File: src/rtl/core/ympf_pkg.sv
package ympf_pkg;

   // Framing bytes, CRC generator and payload sizes.
   localparam logic [7:0]  BYTE_SOH      = 8'h01;
   localparam logic [7:0]  BYTE_STX      = 8'h02;
   localparam logic [7:0]  BYTE_PAD      = 8'h1A;
   localparam logic [7:0]  BYTE_ZERO     = 8'h00;
   localparam logic [15:0] CRC_GENERATOR = 16'h1021;
   localparam logic [10:0] SMALL_PAYLOAD = 11'd128;
   localparam logic [10:0] LARGE_PAYLOAD = 11'd1024;

   // Request action codes.
   localparam logic ACTION_START = 1'b0;
   localparam logic ACTION_DATA  = 1'b1;

   // Result queue geometry: one request can push up to three results.
   localparam int RSP_DEPTH   = 4;
   localparam int RSP_PER_REQ = 3;

   typedef struct packed {
      logic [1:0]      count;
      logic [2:0][7:0] data;
      logic [2:0]      last;
   } push_type;

   // One byte of CRC-16/XMODEM, MSB first, no reflection, no final xor.
   function automatic logic [15:0] crc_feed(input logic [15:0] crc, input logic [7:0] data);
      logic [15:0] c;
      c = crc ^ {data, 8'h00};
      for (int i = 0; i < 8; i++) begin
         if (c[15]) begin
            c = {c[14:0], 1'b0} ^ CRC_GENERATOR;
         end else begin
            c = {c[14:0], 1'b0};
         end
      end
      return c;
   endfunction

endpackage

File: src/rtl/core/ympf_req_if.sv
interface ympf_req_if;
   logic        valid;
   logic        ready;
   logic        action;
   logic [7:0]  packet_number;
   logic [10:0] block_length;
   logic        pad_zero;
   logic [7:0]  data_byte;

   modport source (output valid, action, packet_number, block_length, pad_zero, data_byte,
                   input ready);
   modport sink   (input valid, action, packet_number, block_length, pad_zero, data_byte,
                   output ready);
endinterface

File: src/rtl/core/ympf_rsp_if.sv
interface ympf_rsp_if;
   logic       valid;
   logic       ready;
   logic [7:0] out_byte;
   logic       packet_end;

   modport source (output valid, out_byte, packet_end, input ready);
   modport sink   (input valid, out_byte, packet_end, output ready);
endinterface

File: src/rtl/core/ympf_framer.sv
module ympf_framer (
   input  logic              clock,
   input  logic              reset,
   ympf_req_if.sink          req,
   input  logic              push_ok,
   output ympf_pkg::push_type push
);

   logic        stage_valid_ff, stage_valid_in;
   logic        action_ff;
   logic [7:0]  number_ff;
   logic [10:0] length_ff;
   logic        pad_zero_ff;
   logic [7:0]  data_ff;

   logic        in_packet_ff, in_packet_in;
   logic        large_ff, large_in;
   logic [10:0] position_ff, position_in;
   logic [10:0] count_ff, count_in;
   logic        pad_is_zero_ff, pad_is_zero_in;
   logic [15:0] crc_ff, crc_in;

   logic        accept;
   logic        move;
   logic [10:0] sat_length;
   logic        start_large;
   logic [7:0]  payload;
   logic [15:0] crc_next;
   logic [10:0] position_next;
   logic [10:0] size;
   logic        done;

   assign req.ready = !stage_valid_ff || push_ok;
   assign accept    = req.valid && req.ready;
   assign move      = stage_valid_ff && push_ok;

   assign stage_valid_in = accept || (stage_valid_ff && !move);

   always_ff @(posedge clock) begin
      if (reset) begin
         stage_valid_ff <= 1'b0;
      end else begin
         stage_valid_ff <= stage_valid_in;
      end
   end

   always_ff @(posedge clock) begin
      if (accept) begin
         action_ff   <= req.action;
         number_ff   <= req.packet_number;
         length_ff   <= req.block_length;
         pad_zero_ff <= req.pad_zero;
         data_ff     <= req.data_byte;
      end
   end

   assign sat_length    = (length_ff > ympf_pkg::LARGE_PAYLOAD) ? ympf_pkg::LARGE_PAYLOAD
                                                                 : length_ff;
   assign start_large   = sat_length > ympf_pkg::SMALL_PAYLOAD;
   assign payload       = (position_ff < count_ff) ? data_ff
                        : (pad_is_zero_ff ? ympf_pkg::BYTE_ZERO : ympf_pkg::BYTE_PAD);
   assign crc_next      = ympf_pkg::crc_feed(crc_ff, payload);
   assign position_next = position_ff + 11'd1;
   assign size          = large_ff ? ympf_pkg::LARGE_PAYLOAD : ympf_pkg::SMALL_PAYLOAD;
   assign done          = position_next >= size;

   always_comb begin
      in_packet_in   = in_packet_ff;
      large_in       = large_ff;
      position_in    = position_ff;
      count_in       = count_ff;
      pad_is_zero_in = pad_is_zero_ff;
      crc_in         = crc_ff;
      push.count     = 2'd0;
      push.data      = '0;
      push.last      = '0;
      if (move) begin
         if (action_ff == ympf_pkg::ACTION_START) begin
            in_packet_in   = 1'b1;
            large_in       = start_large;
            position_in    = '0;
            count_in       = sat_length;
            pad_is_zero_in = pad_zero_ff;
            crc_in         = '0;
            push.count     = 2'd3;
            push.data[0]   = start_large ? ympf_pkg::BYTE_STX : ympf_pkg::BYTE_SOH;
            push.data[1]   = number_ff;
            push.data[2]   = ~number_ff;
         end else if (in_packet_ff) begin
            crc_in       = crc_next;
            position_in  = position_next;
            push.data[0] = payload;
            if (done) begin
               in_packet_in = 1'b0;
               push.count   = 2'd3;
               push.data[1] = crc_next[15:8];
               push.data[2] = crc_next[7:0];
               push.last[2] = 1'b1;
            end else begin
               push.count = 2'd1;
            end
         end
      end
   end

   always_ff @(posedge clock) begin
      if (reset) begin
         in_packet_ff   <= 1'b0;
         large_ff       <= 1'b0;
         position_ff    <= '0;
         count_ff       <= '0;
         pad_is_zero_ff <= 1'b0;
         crc_ff         <= '0;
      end else begin
         in_packet_ff   <= in_packet_in;
         large_ff       <= large_in;
         position_ff    <= position_in;
         count_ff       <= count_in;
         pad_is_zero_ff <= pad_is_zero_in;
         crc_ff         <= crc_in;
      end
   end

endmodule

File: src/rtl/core/ympf_rsp_fifo.sv
module ympf_rsp_fifo (
   input  logic              clock,
   input  logic              reset,
   input  ympf_pkg::push_type push,
   output logic              push_ok,
   ympf_rsp_if.source        rsp
);

   localparam int PtrWidth = $clog2(ympf_pkg::RSP_DEPTH);
   localparam int CntWidth = $clog2(ympf_pkg::RSP_DEPTH + 1);

   logic [7:0]          data_mem [ympf_pkg::RSP_DEPTH];
   logic                last_mem [ympf_pkg::RSP_DEPTH];
   logic [PtrWidth-1:0] wr_ptr_ff, wr_ptr_in;
   logic [PtrWidth-1:0] rd_ptr_ff, rd_ptr_in;
   logic [CntWidth-1:0] count_ff, count_in;
   logic                pop;

   // Room for a full three-result request, regardless of this cycle's pop.
   assign push_ok = count_ff <= CntWidth'(ympf_pkg::RSP_DEPTH - ympf_pkg::RSP_PER_REQ);

   assign rsp.valid      = count_ff != '0;
   assign rsp.out_byte   = data_mem[rd_ptr_ff];
   assign rsp.packet_end = last_mem[rd_ptr_ff];
   assign pop            = rsp.valid && rsp.ready;

   assign wr_ptr_in = wr_ptr_ff + PtrWidth'(push.count);
   assign rd_ptr_in = rd_ptr_ff + PtrWidth'(pop);
   assign count_in  = count_ff + CntWidth'(push.count) - CntWidth'(pop);

   always_ff @(posedge clock) begin
      for (int i = 0; i < ympf_pkg::RSP_PER_REQ; i++) begin
         if (i < int'(push.count)) begin
            data_mem[wr_ptr_ff + PtrWidth'(i)] <= push.data[i];
            last_mem[wr_ptr_ff + PtrWidth'(i)] <= push.last[i];
         end
      end
   end

   always_ff @(posedge clock) begin
      if (reset) begin
         wr_ptr_ff <= '0;
         rd_ptr_ff <= '0;
         count_ff  <= '0;
      end else begin
         wr_ptr_ff <= wr_ptr_in;
         rd_ptr_ff <= rd_ptr_in;
         count_ff  <= count_in;
      end
   end

endmodule

File: src/rtl/core/ymodem_packet_framer_core.sv
// Path: a request is first held in the framer's stage register; once the response queue
// has room for three bytes, its bytes are written into the queue and are valid at its output.
// Throughput: one request per cycle while each yields one byte and the consumer takes every
// byte; a start request or a packet's last payload request yields three bytes, and the
// one-byte-per-cycle response port paces requests to match.
// Reset: synchronous, active high; clears the packet state, the CRC and the response queue.
module ymodem_packet_framer_core (
   input  logic        clock,
   input  logic        reset,
   ympf_req_if.sink    req,
   ympf_rsp_if.source  rsp
);

   // The framer holds one registered request and the packet state. When the response
   // queue has room for three bytes, the held request is processed in a single pass:
   // header bytes for a start request, or a payload byte (data or pad) with a CRC
   // update, plus the two CRC bytes when the payload is complete.
   ympf_pkg::push_type push;
   logic               push_ok;

   ympf_framer u_framer (
      .clock   (clock),
      .reset   (reset),
      .req     (req),
      .push_ok (push_ok),
      .push    (push)
   );

   // The response queue parts the two sides, so a new request can be taken while earlier
   // bytes still wait for the consumer, as long as the queue has room for three more bytes.
   ympf_rsp_fifo u_rsp_fifo (
      .clock   (clock),
      .reset   (reset),
      .push    (push),
      .push_ok (push_ok),
      .rsp     (rsp)
   );

endmodule
File: src/flat_wrapper.sv
// flat-port wrapper written by rule: the top's interface ports become plain ports
module ymodem_packet_framer_core_flat 
  (clock, reset, req_valid, req_action, req_packet_number, req_block_length, req_pad_zero, req_data_byte, req_ready, rsp_valid, rsp_out_byte, rsp_packet_end, rsp_ready);
  ympf_req_if req_i ();
  ympf_rsp_if rsp_i ();
  input  logic clock;
  input  logic reset;
  input wire logic [$bits(req_i.valid)-1:0] req_valid;
  input wire logic [$bits(req_i.action)-1:0] req_action;
  input wire logic [$bits(req_i.packet_number)-1:0] req_packet_number;
  input wire logic [$bits(req_i.block_length)-1:0] req_block_length;
  input wire logic [$bits(req_i.pad_zero)-1:0] req_pad_zero;
  input wire logic [$bits(req_i.data_byte)-1:0] req_data_byte;
  output wire logic [$bits(req_i.ready)-1:0] req_ready;
  output wire logic [$bits(rsp_i.valid)-1:0] rsp_valid;
  output wire logic [$bits(rsp_i.out_byte)-1:0] rsp_out_byte;
  output wire logic [$bits(rsp_i.packet_end)-1:0] rsp_packet_end;
  input wire logic [$bits(rsp_i.ready)-1:0] rsp_ready;
  assign req_i.valid = req_valid;
  assign req_i.action = req_action;
  assign req_i.packet_number = req_packet_number;
  assign req_i.block_length = req_block_length;
  assign req_i.pad_zero = req_pad_zero;
  assign req_i.data_byte = req_data_byte;
  assign req_ready = req_i.ready;
  assign rsp_valid = rsp_i.valid;
  assign rsp_out_byte = rsp_i.out_byte;
  assign rsp_packet_end = rsp_i.packet_end;
  assign rsp_i.ready = rsp_ready;
  ymodem_packet_framer_core u_core (.clock(clock), .reset(reset), .req(req_i), .rsp(rsp_i));
endmodule
File: config.mk
export PLATFORM = sky130hd
export DESIGN_NAME = ymodem_packet_framer_core_flat
export DESIGN_NICKNAME = d
export VERILOG_FILES = /design/src/rtl/core/ympf_pkg.sv /design/src/rtl/core/ympf_req_if.sv /design/src/rtl/core/ympf_rsp_if.sv /design/src/rtl/core/ympf_framer.sv /design/src/rtl/core/ympf_rsp_fifo.sv /design/src/rtl/core/ymodem_packet_framer_core.sv /design/src/flat_wrapper.sv
export SDC_FILE = /design/constraint.sdc
export NUM_CORES = 1
export LEC_CHECK = 0
export BUFFER_PORTS_ARGS = -buffer_cell sky130_fd_sc_hd__buf_4
export CORE_MARGIN = 1.5
export CORE_UTILIZATION = 25
export DETAILED_ROUTE_END_ITERATION = 8
export HOLD_SLACK_MARGIN = 0.1
export PLACE_DENSITY = 0.41
export SLEW_MARGIN = 20
export SYNTH_ARGS = -nofsm -noshare
export SYNTH_HDL_FRONTEND = slang
export SYNTH_SLANG_ARGS = --single-unit
File: constraint.sdc
create_clock -name clock -period 3.4 [get_ports clock]
set_clock_uncertainty 0.05 [all_clocks]
set_input_delay 0 -clock clock [delete_from_list [all_inputs] [get_ports clock]]
set_output_delay 0 -clock clock [all_outputs]
set_load 0.01 [all_outputs]
* Yosys cells after proc, flatten, opt, wreduce, memory -nomap -nowiden
Memory sizes are Yosys's and may differ from the RTL's. A register that Yosys moved wholly into a read port is not among the register bits. Index checks and enable logic that the tools add are counted. W data, S select, Z words.
Storage, ports and cells: bits in writable memories 36, bits in registers 78, word-level logic and storage cells 90, memories 2, input bits 33, output and inout bits 11
Operators by class: equal/unequal tests 1, add/subtract/negate cells 7, muxes and demuxes 35, bitwise gates (word level) 11, order comparisons 8, reduce and logical (&&, ||, !) cells 11
Memory list:
- u_core.u_rsp_fifo.data_mem | depth 4, width 8, read ports 1, clocked after Yosys merged registers in 1, wr ports 3, RTL line ympf_rsp_fifo.sv:12 | logic [7:0] data_mem [ympf_pkg::RSP_DEPTH];
- u_core.u_rsp_fifo.last_mem | depth 4, width 1, read ports 1, clocked after Yosys merged registers in 1, wr ports 3, RTL line ympf_rsp_fifo.sv:13 | logic last_mem [ympf_pkg::RSP_DEPTH];
Operators by type and width (count):
- $mux W13 | 8
- $mux W27 | 2
- $mux W16 | 3
- $mux W11 | 4
- $mux W26 | 1
- $not A3 Y3 | 8
- $xor A16 B16 Y16 | 1
- $add A11 B1 Y11 const B | 1
- $ge A11 B11 Y1 | 1
- $gt A11 B11 Y1 const B | 1
- $gt A11 B8 Y1 const B | 1
- $lt A11 B11 Y1 | 1
- $mux W1 | 11
- $mux W2 | 4
- $mux W8 | 1
- $not A8 Y8 | 1
- $mux W5 | 1
- $logic_and A1 B1 Y1 | 4
- $lt A1 B2 Y1 const A | 2
- $reduce_and A2 Y1 | 2
- $add A3 B2 Y3 | 1
- $le A3 B1 Y1 const B | 1
- $reduce_bool A3 Y1 | 1
- $sub A3 B1 Y3 | 1
- 9 further kinds | 11

* Depth between registers and ports, before layout
Gate-level depths: netlist of run 1.
depth in word-level cells 26, depth in mapped cells 16, mapped depth without buffers 15

* Modules after synthesis
Synthesis of run 1 repeated with hierarchy kept, for this count alone.
Second synthesis, totals: cells, all modules 625, area, all modules 6179.7 um^2
Modules (own cells, without submodules):
- ympf_framer | seq. area each 1711.6 um^2, area each 3564.7 um^2, cells an instance 365, times used 1
- ympf_rsp_fifo | seq. area each 1221.2 um^2, area each 2615.0 um^2, cells an instance 260, times used 1

* Worst setup path before layout of run 1
No wires, ideal clock.
path kind register to register, from register u_core.u_framer.position_ff[0], to register u_core.u_rsp_fifo.count_ff[2], cell stages (with the launch flop) 16, required time 3.222 ns, path buffers 1, arrival 3.392 ns, setup time 0.128 ns, period minus slack after synthesis 3.570 ns, slack -0.170 ns, cell sequence dfxtp_1 > ha_1 > nand3_1 > nor2_1 > nand3_1 > xnor2_1 > ha_1 > o41ai_1 > buf_6 > nand2_1 > nand2_1 > ha_1 > fa_1 > xnor2_1 > xnor2_1 > nor2_1
Between the ends: word-level cells in the longest chain between the ends 8
RTL lines:
- start: declaration | RTL line ympf_framer.sv:18 | logic [10:0] position_ff, position_in;
- start signal: assignment | RTL line ympf_framer.sv:117 | position_ff <= position_in;
- $add A11 B1 Y11 | RTL line ympf_framer.sv:63 | assign position_next = position_ff + 11'd1;
- $ge A11 B11 Y1 | RTL line ympf_framer.sv:65 | assign done = position_next >= size;
- $mux W2 | RTL line ympf_framer.sv:93 | if (done) begin
- $mux W27 | RTL line ympf_framer.sv:89 | end else if (in_packet_ff) begin
- $mux W26 | RTL line ympf_framer.sv:78 | if (action_ff == ympf_pkg::ACTION_START) begin
- $mux W27 | RTL line ympf_framer.sv:77 | if (move) begin
- $add A3 B2 Y3 | RTL line ympf_rsp_fifo.sv:29 | assign count_in = count_ff + CntWidth'(push.count) - CntWidth'(pop);
- $sub A3 B1 Y3 | RTL line ympf_rsp_fifo.sv:29
- end signal: assignment | RTL line ympf_rsp_fifo.sv:48 | count_ff <= count_in;
- end: declaration | RTL line ympf_rsp_fifo.sv:16 | logic [CntWidth-1:0] count_ff, count_in;
Every way passes these cells. A chain may end at the register's enable or synchronous reset.

* Worst setup path after layout of run 1
from register u_core.u_framer.position_ff[1], to register u_core.u_rsp_fifo.count_ff[2]
Same word-level chain as after synthesis.

==> qor.txt, run 1 <==
Status = finished, final reports clean
Class of the worst hold path = in -> reg
Setup Slack @ Placement = 0.07491 ns
Measured slew at the worst slew-check pin = 0.6982 ns
WL per Instance = 15.75 µm
Critical path type = reg -> reg
Vias in the first global route = 4767
Die Span X = 159.1 µm
Hpwl dp = 12010 µm
Maximum fanout along the worst path = 8
Max Buffers Root-to-Sink = 2
WP data arrival = 3.42 ns
Root Buffer = clkbuf_16
CTS buffer count = 17
Crit path max-delay family = adder cells
DIE AREA = 25310 µm²
Total grt overflow = 0
Die height = 159.1 µm
Drt first pass iters = 4
Combinational share of power = 21.8%
GP Congestion = 0.7951
Number of synthesized flops with an enable pin = 65
Share of cells above drive strength 1 = 18.80%
Clk slew on worst S/H paths = 0.06 ns
Cell variety after synth = 60
Final hold violation count = 0
Global-route wire length before repair = 26720 µm
Max-Cap Viols = 0
Worst R2R End = u_core.u_rsp_fifo.count_ff[2]$_SDFF_PP0_
Total track usage = 13.54%
CTS tree = yes
Reg-to-reg startpoint = u_core.u_framer.position_ff[1]$_SDFFE_PP0P_
Psw = 1.276 mW
Static leakage power = 2.838 nW
# placed instances = 987
Slew headroom = 53.39%
Worst setup path start = u_core.u_framer.position_ff[1]$_SDFFE_PP0P_
H-tree Lvls = 4
Worst R2R Path Depth = 15
Internal Power = 3.345 mW
Routed wire length = 16580 µm
RSZ-0062 raised after global routing = no
DRT iter0 DRCs = 415
Final ANT Viol Nets = 0
Nets = 774
I/O pin count = 44
Register area share after synthesis = 48.15%
Initial core utilization = 25.72%
Synth Register Bits = 114
Setup TNS = 0 ns
Net Count, Synth = 676
DRC = 0
Fin cells = 1053
P&R area growth vs syn = 30.90%
Clk pwr share = 41.7%
CTS Sinks = 114
Tcrit/Tclk final = 94.12%
Pins over their slew limit = 0
Setup ws final = 0.2000 ns
P per Cell Area = 579.6 nW/µm²
End of the critical path = u_core.u_rsp_fifo.count_ff[2]$_SDFF_PP0_
Crit end category = flip-flop
Most frequent cells in the layout = buf_4, nor2_1, a21oi_1, edfxtp_1, nand2_1
Switch share = 27.62%
Synth Flop Type = edfxtp_1
Commonest non-fill, non-tap cell in the layout = buf_4
Sequential Power Share = 36.6%
Via density = 4.705
WP depth = 15
Pin count of the biggest net entering global routing = 50
CP required = 3.62 ns
DR vias = 4954
VDD IR-drop max = 0.3060 mV
WP buf/inv = 0
Site Rows = 56
Initial antenna violation count = 0
Startpoint Class = flip-flop
Max stage delay on crit path = 0.43 ns
CP max stage cell = fa_1
Cells after Synth = 623
Min Tclk post-route = 3.200 ns
Warnings, synthesis = 0
Total power = 4.621 mW
Mean post-synth cell area = 9.777 µm²
FFs w/ async S/R, synth = 0%
FMAX = 312.5 MHz
Clk_lat worst skew = 0.41 ns
Post-Syn Area = 6091 µm²
CP Cell Sequence = ha_4, nand3_2, nor2_2, nand3_1, xnor2_2, ha_1, or2_2, o41ai_4, nand2_1, nand2_1, ha_1, fa_1, xnor2_1, xnor2_1, nor2_1
N_diodes = 0
Setup violation total in the final timing report = 0
Port bufs = 43
R2R setup slack = 0.20 ns
Core area = 23680 µm²
-- flip-flops by register name, summed over array words and instances, names as in the netlist --
signal	cells
u_core.u_rsp_fifo.data_mem	32
u_core.u_framer.position_ff	11
u_core.u_framer.pad_is_zero_ff	1
u_core.u_framer.stage_valid_ff	1
u_core.u_framer.in_packet_ff	1
u_core.u_framer.count_ff	11
u_core.u_framer.pad_zero_ff	1
u_core.u_framer.crc_ff	16
u_core.u_framer.action_ff	1
u_core.u_rsp_fifo.count_ff	3
u_core.u_rsp_fifo.wr_ptr_ff	2
u_core.u_rsp_fifo.last_mem	4
u_core.u_framer.large_ff	1
u_core.u_framer.data_ff	8
u_core.u_framer.number_ff	8
u_core.u_framer.length_ff	11
u_core.u_rsp_fifo.rd_ptr_ff	2
-- per-layer routing --
layer	global-route usage (%)	share of wire [%]	wire, µm
met1	18.21	49	8112
met2	21.66	47	7756
met3	2.865	3.4	571
met4	4.374	0.86	143
met5	0	0	0
-- metrics by stage --
stage / hold WS (ns) / cell area, µm² / utilization (%)
3_3_place_gp: 0.1285 / 6970 / 29.43
2_1_floorplan: 0.04887 / 6113 / -
3_5_place_dp: 0.1294 / 6970 / 29.43
6_report: 0.2451 / 7973 / 33.66
5_1_grt: 0.2414 / 7973 / 33.66
4_1_cts: 0.2322 / 7926 / 33.47
-- kinds of logic after synthesis --
kind of cell	after synthesis	synth area share (%)
multiplexers	10	3.492
adder cells (fa/ha/maj)	20	4.232
AND/OR/NAND/NOR	204	15.37
AO/OA/AOI/OAI	177	18.41
XOR/XNOR	44	6.553
flip-flops	114	48.15
buffers and inverters	54	3.800
-- cell usage after synthesis, types with 5 or more instances --
cell type,instances,area (µm²)
nand2_1,63,236.5
dfxtp_1,49,980.9
a211oi_1,16,120.1
o211ai_1,5,37.54
nand3_1,15,75.07
nor2_1,74,277.8
a22oi_1,25,187.7
a21oi_1,70,350.3
edfxtp_1,65,1952
o21ai_0,30,150.1
mux4_2,9,202.7
nand2b_1,5,31.28
clkbuf_1,24,90.09
nor3_1,7,35.03
xor2_1,11,96.34
inv_1,19,71.32
xnor2_1,32,280.3
o22ai_1,7,43.79
ha_1,19,237.7
buf_2,5,25.02
nor4_1,6,37.54
and3_1,7,43.79
nor2b_1,5,31.28
-- repair_timing --
item / CTS / global route
hold buffers: 33 / 0
setup buffers: 0 / 1
gates resized for setup: 0 / 8
endpoints found under the setup margin: 0 / 29
hold endpoints to repair: 77 / 0
-- worst min path at each step --
| stage | start | to | slack, ns | cells after the start |
|---|---|---|---|---|
| detailed placement | req_block_length[10] | u_core.u_framer.length_ff[10]$_DFFE_PP_ | 0.13 | 1 |
| finish | req_data_byte[5] | u_core.u_framer.data_ff[5]$_DFFE_PP_ | 0.25 | 2 |
| CTS | req_block_length[7] | u_core.u_framer.length_ff[7]$_DFFE_PP_ | 0.23 | 2 |
| floorplan | req_action | u_core.u_framer.action_ff$_DFFE_PP_ | 0.05 | 0 |
| global placement | req_data_byte[1] | u_core.u_framer.data_ff[1]$_DFFE_PP_ | 0.13 | 1 |
| global route | req_data_byte[0] | u_core.u_framer.data_ff[0]$_DFFE_PP_ | 0.24 | 2 |
-- cell type report --
cell class,count,area (µm²)
Fill cell,2456,15710
Timing Repair Buffer,114,954.7
Clock buffer,21,440.4
Sequential cell,114,2937
Tap cell,319,399.1
Clock inverter,11,185.2
Multi-Input combinational cell,455,2985
Inverter,19,71.32
-- power groups by stage --
| stage | registers, mW | clock network, mW | logic [mW] |
|---|---|---|---|
| 4_1_cts | 1.70 | 1.97 | 1.02 |
| 5_1_grt | 1.71 | 2.03 | 1.12 |
| 6_report | 1.69 | 1.93 | 1.01 |
| 3_3_place_gp | 1.72 | 0 | 0.982 |
| 3_5_place_dp | 1.72 | 0 | 0.982 |
| 2_1_floorplan | 1.65 | 0 | 0.660 |
-- worst reg2reg max path: cells and delay by family, from the launching register on --
kind,cells,cell delay [ns]
compound gates,1,0.07
xor+xnor,3,0.48
fa+ha+maj,4,1.13
flops,1,0.36
simple gates,7,0.95
Power figures use the tool's default switching activity.
==> run 2, diff against run 1 <==
- ABC_AREA: default -> 1
==> run 2 against run 1 <==
- clock power rose by 6%
- global-route usage grew 1.3 points
- register-to-register slack gained 0.05 ns
- worst hold slack lost 0.070 ns
- total power grew 3.6%
- final cell count increased by 21%
- synthesized cell count increased by 36%
- largest cell class unchanged
==> qor.txt, run 2 <==
Max-Cap Viols = 0 (unchanged)
Routed wire length = 18540 µm (+12%)
Reg-to-reg startpoint = u_core.u_framer.position_ff[0]$_SDFFE_PP0P_
Mean post-synth cell area = 7.701 µm² (-21%)
Max Buffers Root-to-Sink = 2 (unchanged)
Core area = 25400 µm² (+7.2%)
Clk slew on worst S/H paths = 0.06 ns (about the same)
Hold slack = 0.1751 ns (-0.07003 ns)
Largest register FFs = 32 (unchanged)
Most numerous cell in the Yosys netlist = nand2_1
Pins over their slew limit = 0 (unchanged)
I/O pin count = 44 (unchanged)
Port bufs = 43 (unchanged)
Initial core utilization = 25.62% (-0.098 points)
VDD IR-drop max = 0.3175 mV (+3.8%)
CP required = 3.64 ns (+0.02 ns)
Status = finished, final reports clean
Worst setup path start = u_core.u_framer.position_ff[0]$_SDFFE_PP0P_
Number of synthesized flops with an enable pin = 65 (unchanged)
Pin count of the biggest net entering global routing = 46 (-8.0%)
R2R setup slack = 0.25 ns (+0.05 ns)
N_diodes = 0 (unchanged)
CP max stage cell = fa_1
RSZ-0062 raised after global routing = no
Max stage delay on crit path = 0.43 ns (about the same)
DRT iter0 DRCs = 355 (-14%)
Critical path type = reg -> reg
DIE AREA = 27010 µm² (+6.7%)
Maximum fanout along the worst path = 5 (-3)
WP data arrival = 3.39 ns (-0.03 ns)
Main combinational cell family by area after synthesis = simple AND/OR/NAND/NOR gates
Register area share after synthesis = 45.07% (-3.1 points)
Dpl cell area = 7281 µm² (+4.5%)
Post-synthesis xor/xnor area fraction = 0.6729% (-5.9 points)
Cell area after layout = 8282 µm² (+3.9%)
H-tree Lvls = 4 (unchanged)
DR vias = 5677 (+15%)
DRC = 0 (unchanged)
P per Cell Area = 577.9 nW/µm² (-0.30%)
Worst R2R End = u_core.u_rsp_fifo.count_ff[2]$_SDFF_PP0_
Commonest cells in the netlist = nand2_1, inv_1, nand3_1
WP depth = 18 (+3)
Slew headroom = 35.61% (-18 points)
Warnings, synthesis = 0 (unchanged)
Commonest non-fill, non-tap cell in the layout = nand2_1
Biggest register = u_core.u_rsp_fifo.data_mem
Total track usage = 14.89% (+1.3 points)
Setup TNS = 0 ns (unchanged)
Die Span X = 164.3 µm (+3.3%)
Measured slew at the worst slew-check pin = 0.9636 ns (+0.2654 ns)
Filler cells = 2707 (+10%)
Top-area cell type share of the netlist area = 29.99% (-2.1 points)
Global-route wire length before repair = 30340 µm (+14%)
Clk_lat worst skew = 0.42 ns (about the same)
Cell variety after synth = 47 (-22%)
Tcrit/Tclk final = 92.77% (-1.3 points)
Total grt overflow = 0 (unchanged)
Crit path max-delay family = adder cells
Nets = 987 (+28%)
Worst R2R Path Depth = 18 (+3)
Via density = 4.446 (-5.5%)
Crit end category = flip-flop
Min Tclk post-route = 3.154 ns (-0.04573 ns)
Cells after Synth = 845 (+36%)
CP Cell Sequence = ha_1, nand3_1, inv_1, nand3_2, nor2_2, xnor2_1, inv_1, ha_1, nand2_1, nand2_1, nor2_4, nand3_4, nand2_2, ha_1, fa_1, xor2_1, inv_1, nor2_1
Synth Area in Compound Gates = 11.09% (-7.3 points)
Final hold violation count = 0 (unchanged)
Most frequent cells in the layout = nand2_1, inv_1, nand3_1, buf_4, edfxtp_1
Largest area contributor in the netlist = edfxtp_1
Post-synthesis mux area share = 0% (-3.5 points)
FFs w/ async S/R, synth = 0% (unchanged)
Net Count, Synth = 898 (+33%)
WL per Instance = 14.52 µm (-7.8%)
Static leakage power = 3.455 nW (+22%)
P&R area growth vs syn = 27.26%
Final ANT Viol Nets = 0 (unchanged)
Synth Area in Simple Gates = 31.30% (+16 points)
Root Buffer = clkbuf_16
Main area contributors after synthesis = edfxtp_1, nand2_1, dfxtp_1
Post-Syn Area = 6507 µm² (+6.8%)
FMAX = 317.0 MHz (+1.4%)
Register area = 2935 µm² (about the same)
CTS Sinks = 114 (unchanged)
Synth Area in Adders = 3.961% (-0.27 points)
Site Rows = 58 (+3.6%)
Share of cells above drive strength 1 = 16.58% (-2.2 points)
Class of the worst hold path = in -> reg
Regs by FF count = u_core.u_rsp_fifo.data_mem: 32 flops, u_core.u_framer.crc_ff: 16 flops
Initial antenna violation count = 0 (unchanged)
CTS tree = yes
GP Congestion = 0.7799 (-1.9%)
WP buf/inv = 3 (+3)
Drt first pass iters = 5 (+1)
Synth Register Bits = 114 (unchanged)
Setup violation total in the final timing report = 0 (unchanged)
CTS buffer count = 17 (unchanged)
Die height = 164.3 µm (+3.3%)
End of the critical path = u_core.u_rsp_fifo.count_ff[2]$_SDFF_PP0_
Multi-input gate area = 3084 µm² (+3.3%)
Hpwl dp = 13690 µm (+14%)
Setup Buffers After CTS = 0 (unchanged)
Startpoint Class = flip-flop
Vias in the first global route = 5469 (+15%)
Synth Flop Type = edfxtp_1
[run 2: cell families after synthesis]
group | after synthesis
compound gates | 124
flops | 114
fa+ha+maj | 20
simple gates | 458
buf+inv | 124
xor+xnor | 5
[run 2: cell type report]
| class | count | area share, % |
|---|---|---|
| Multi-Input combinational cell | 607 | 37.24 |
| Sequential cell | 114 | 35.44 |
| Timing Repair Buffer | 100 | 10.03 |
| Clock buffer | 18 | 5.303 |
| Tap cell | 330 | 4.986 |
| Inverter | 94 | 4.260 |
| Clock inverter | 14 | 2.735 |
[run 2: worst min-delay path by stage]
stage                                   start                                         to  slack, ns  cells past startpoint
final                               rsp_ready  u_core.u_rsp_fifo.rd_ptr_ff[0]$_SDFF_PP0_       0.18                      5
after global routing                rsp_ready  u_core.u_rsp_fifo.rd_ptr_ff[0]$_SDFF_PP0_       0.19                      5
after CTS                           rsp_ready  u_core.u_rsp_fifo.rd_ptr_ff[0]$_SDFF_PP0_       0.16                      5
after detailed placement  req_block_length[3]     u_core.u_framer.length_ff[3]$_DFFE_PP_       0.13                      1
after global placement    req_block_length[3]     u_core.u_framer.length_ff[3]$_DFFE_PP_       0.13                      1
after floorplan                    req_action        u_core.u_framer.action_ff$_DFFE_PP_       0.05                      0
[run 2: timing repair]
action                                  CTS  global route
endpoints found under the setup margin    0            25
hold buffers                             32             0
endpoints found under the hold margin    72             0
resized for setup                         0             6
[run 2: layer usage]
layer	vias to the layer above	global-route usage, %	part of all wire [%]
met4	0	4.215	0.95
met1	2568	20.79	50
li1	2983	-	-
met5	-	0	0
met2	109	23.15	45
met3	17	3.005	4.2
[run 2: metrics by stage]
stage / instances / power [mW] / util [%] / setup WS, ns
final: 1277 / 4.786 / 32.61 / 0.2457
after global routing: 1277 / 5.054 / 32.61 / 0.006082
after CTS: 1277 / 4.847 / 32.55 / 0.1424
after detailed placement: 1213 / 2.743 / 28.67 / 0.1706
after global placement: 1213 / 2.754 / 28.67 / 0.1987
after floorplan: 845 / 2.350 / - / 0.1851
[run 2: power by group]
part | switching [mW] | internal [mW] | leakage, nW
clock network | 0.719 | 1.33 | 0.318
registers | 0.0628 | 1.57 | 1.00
logic | 0.707 | 0.392 | 2.13
[run 2: worst min-delay path, stage by stage]
cell,delay (ns)
buf_4,0.11
a21boi_0,0.15
ha_1,0.28
inv_1,0.04
nor2_1,0.03
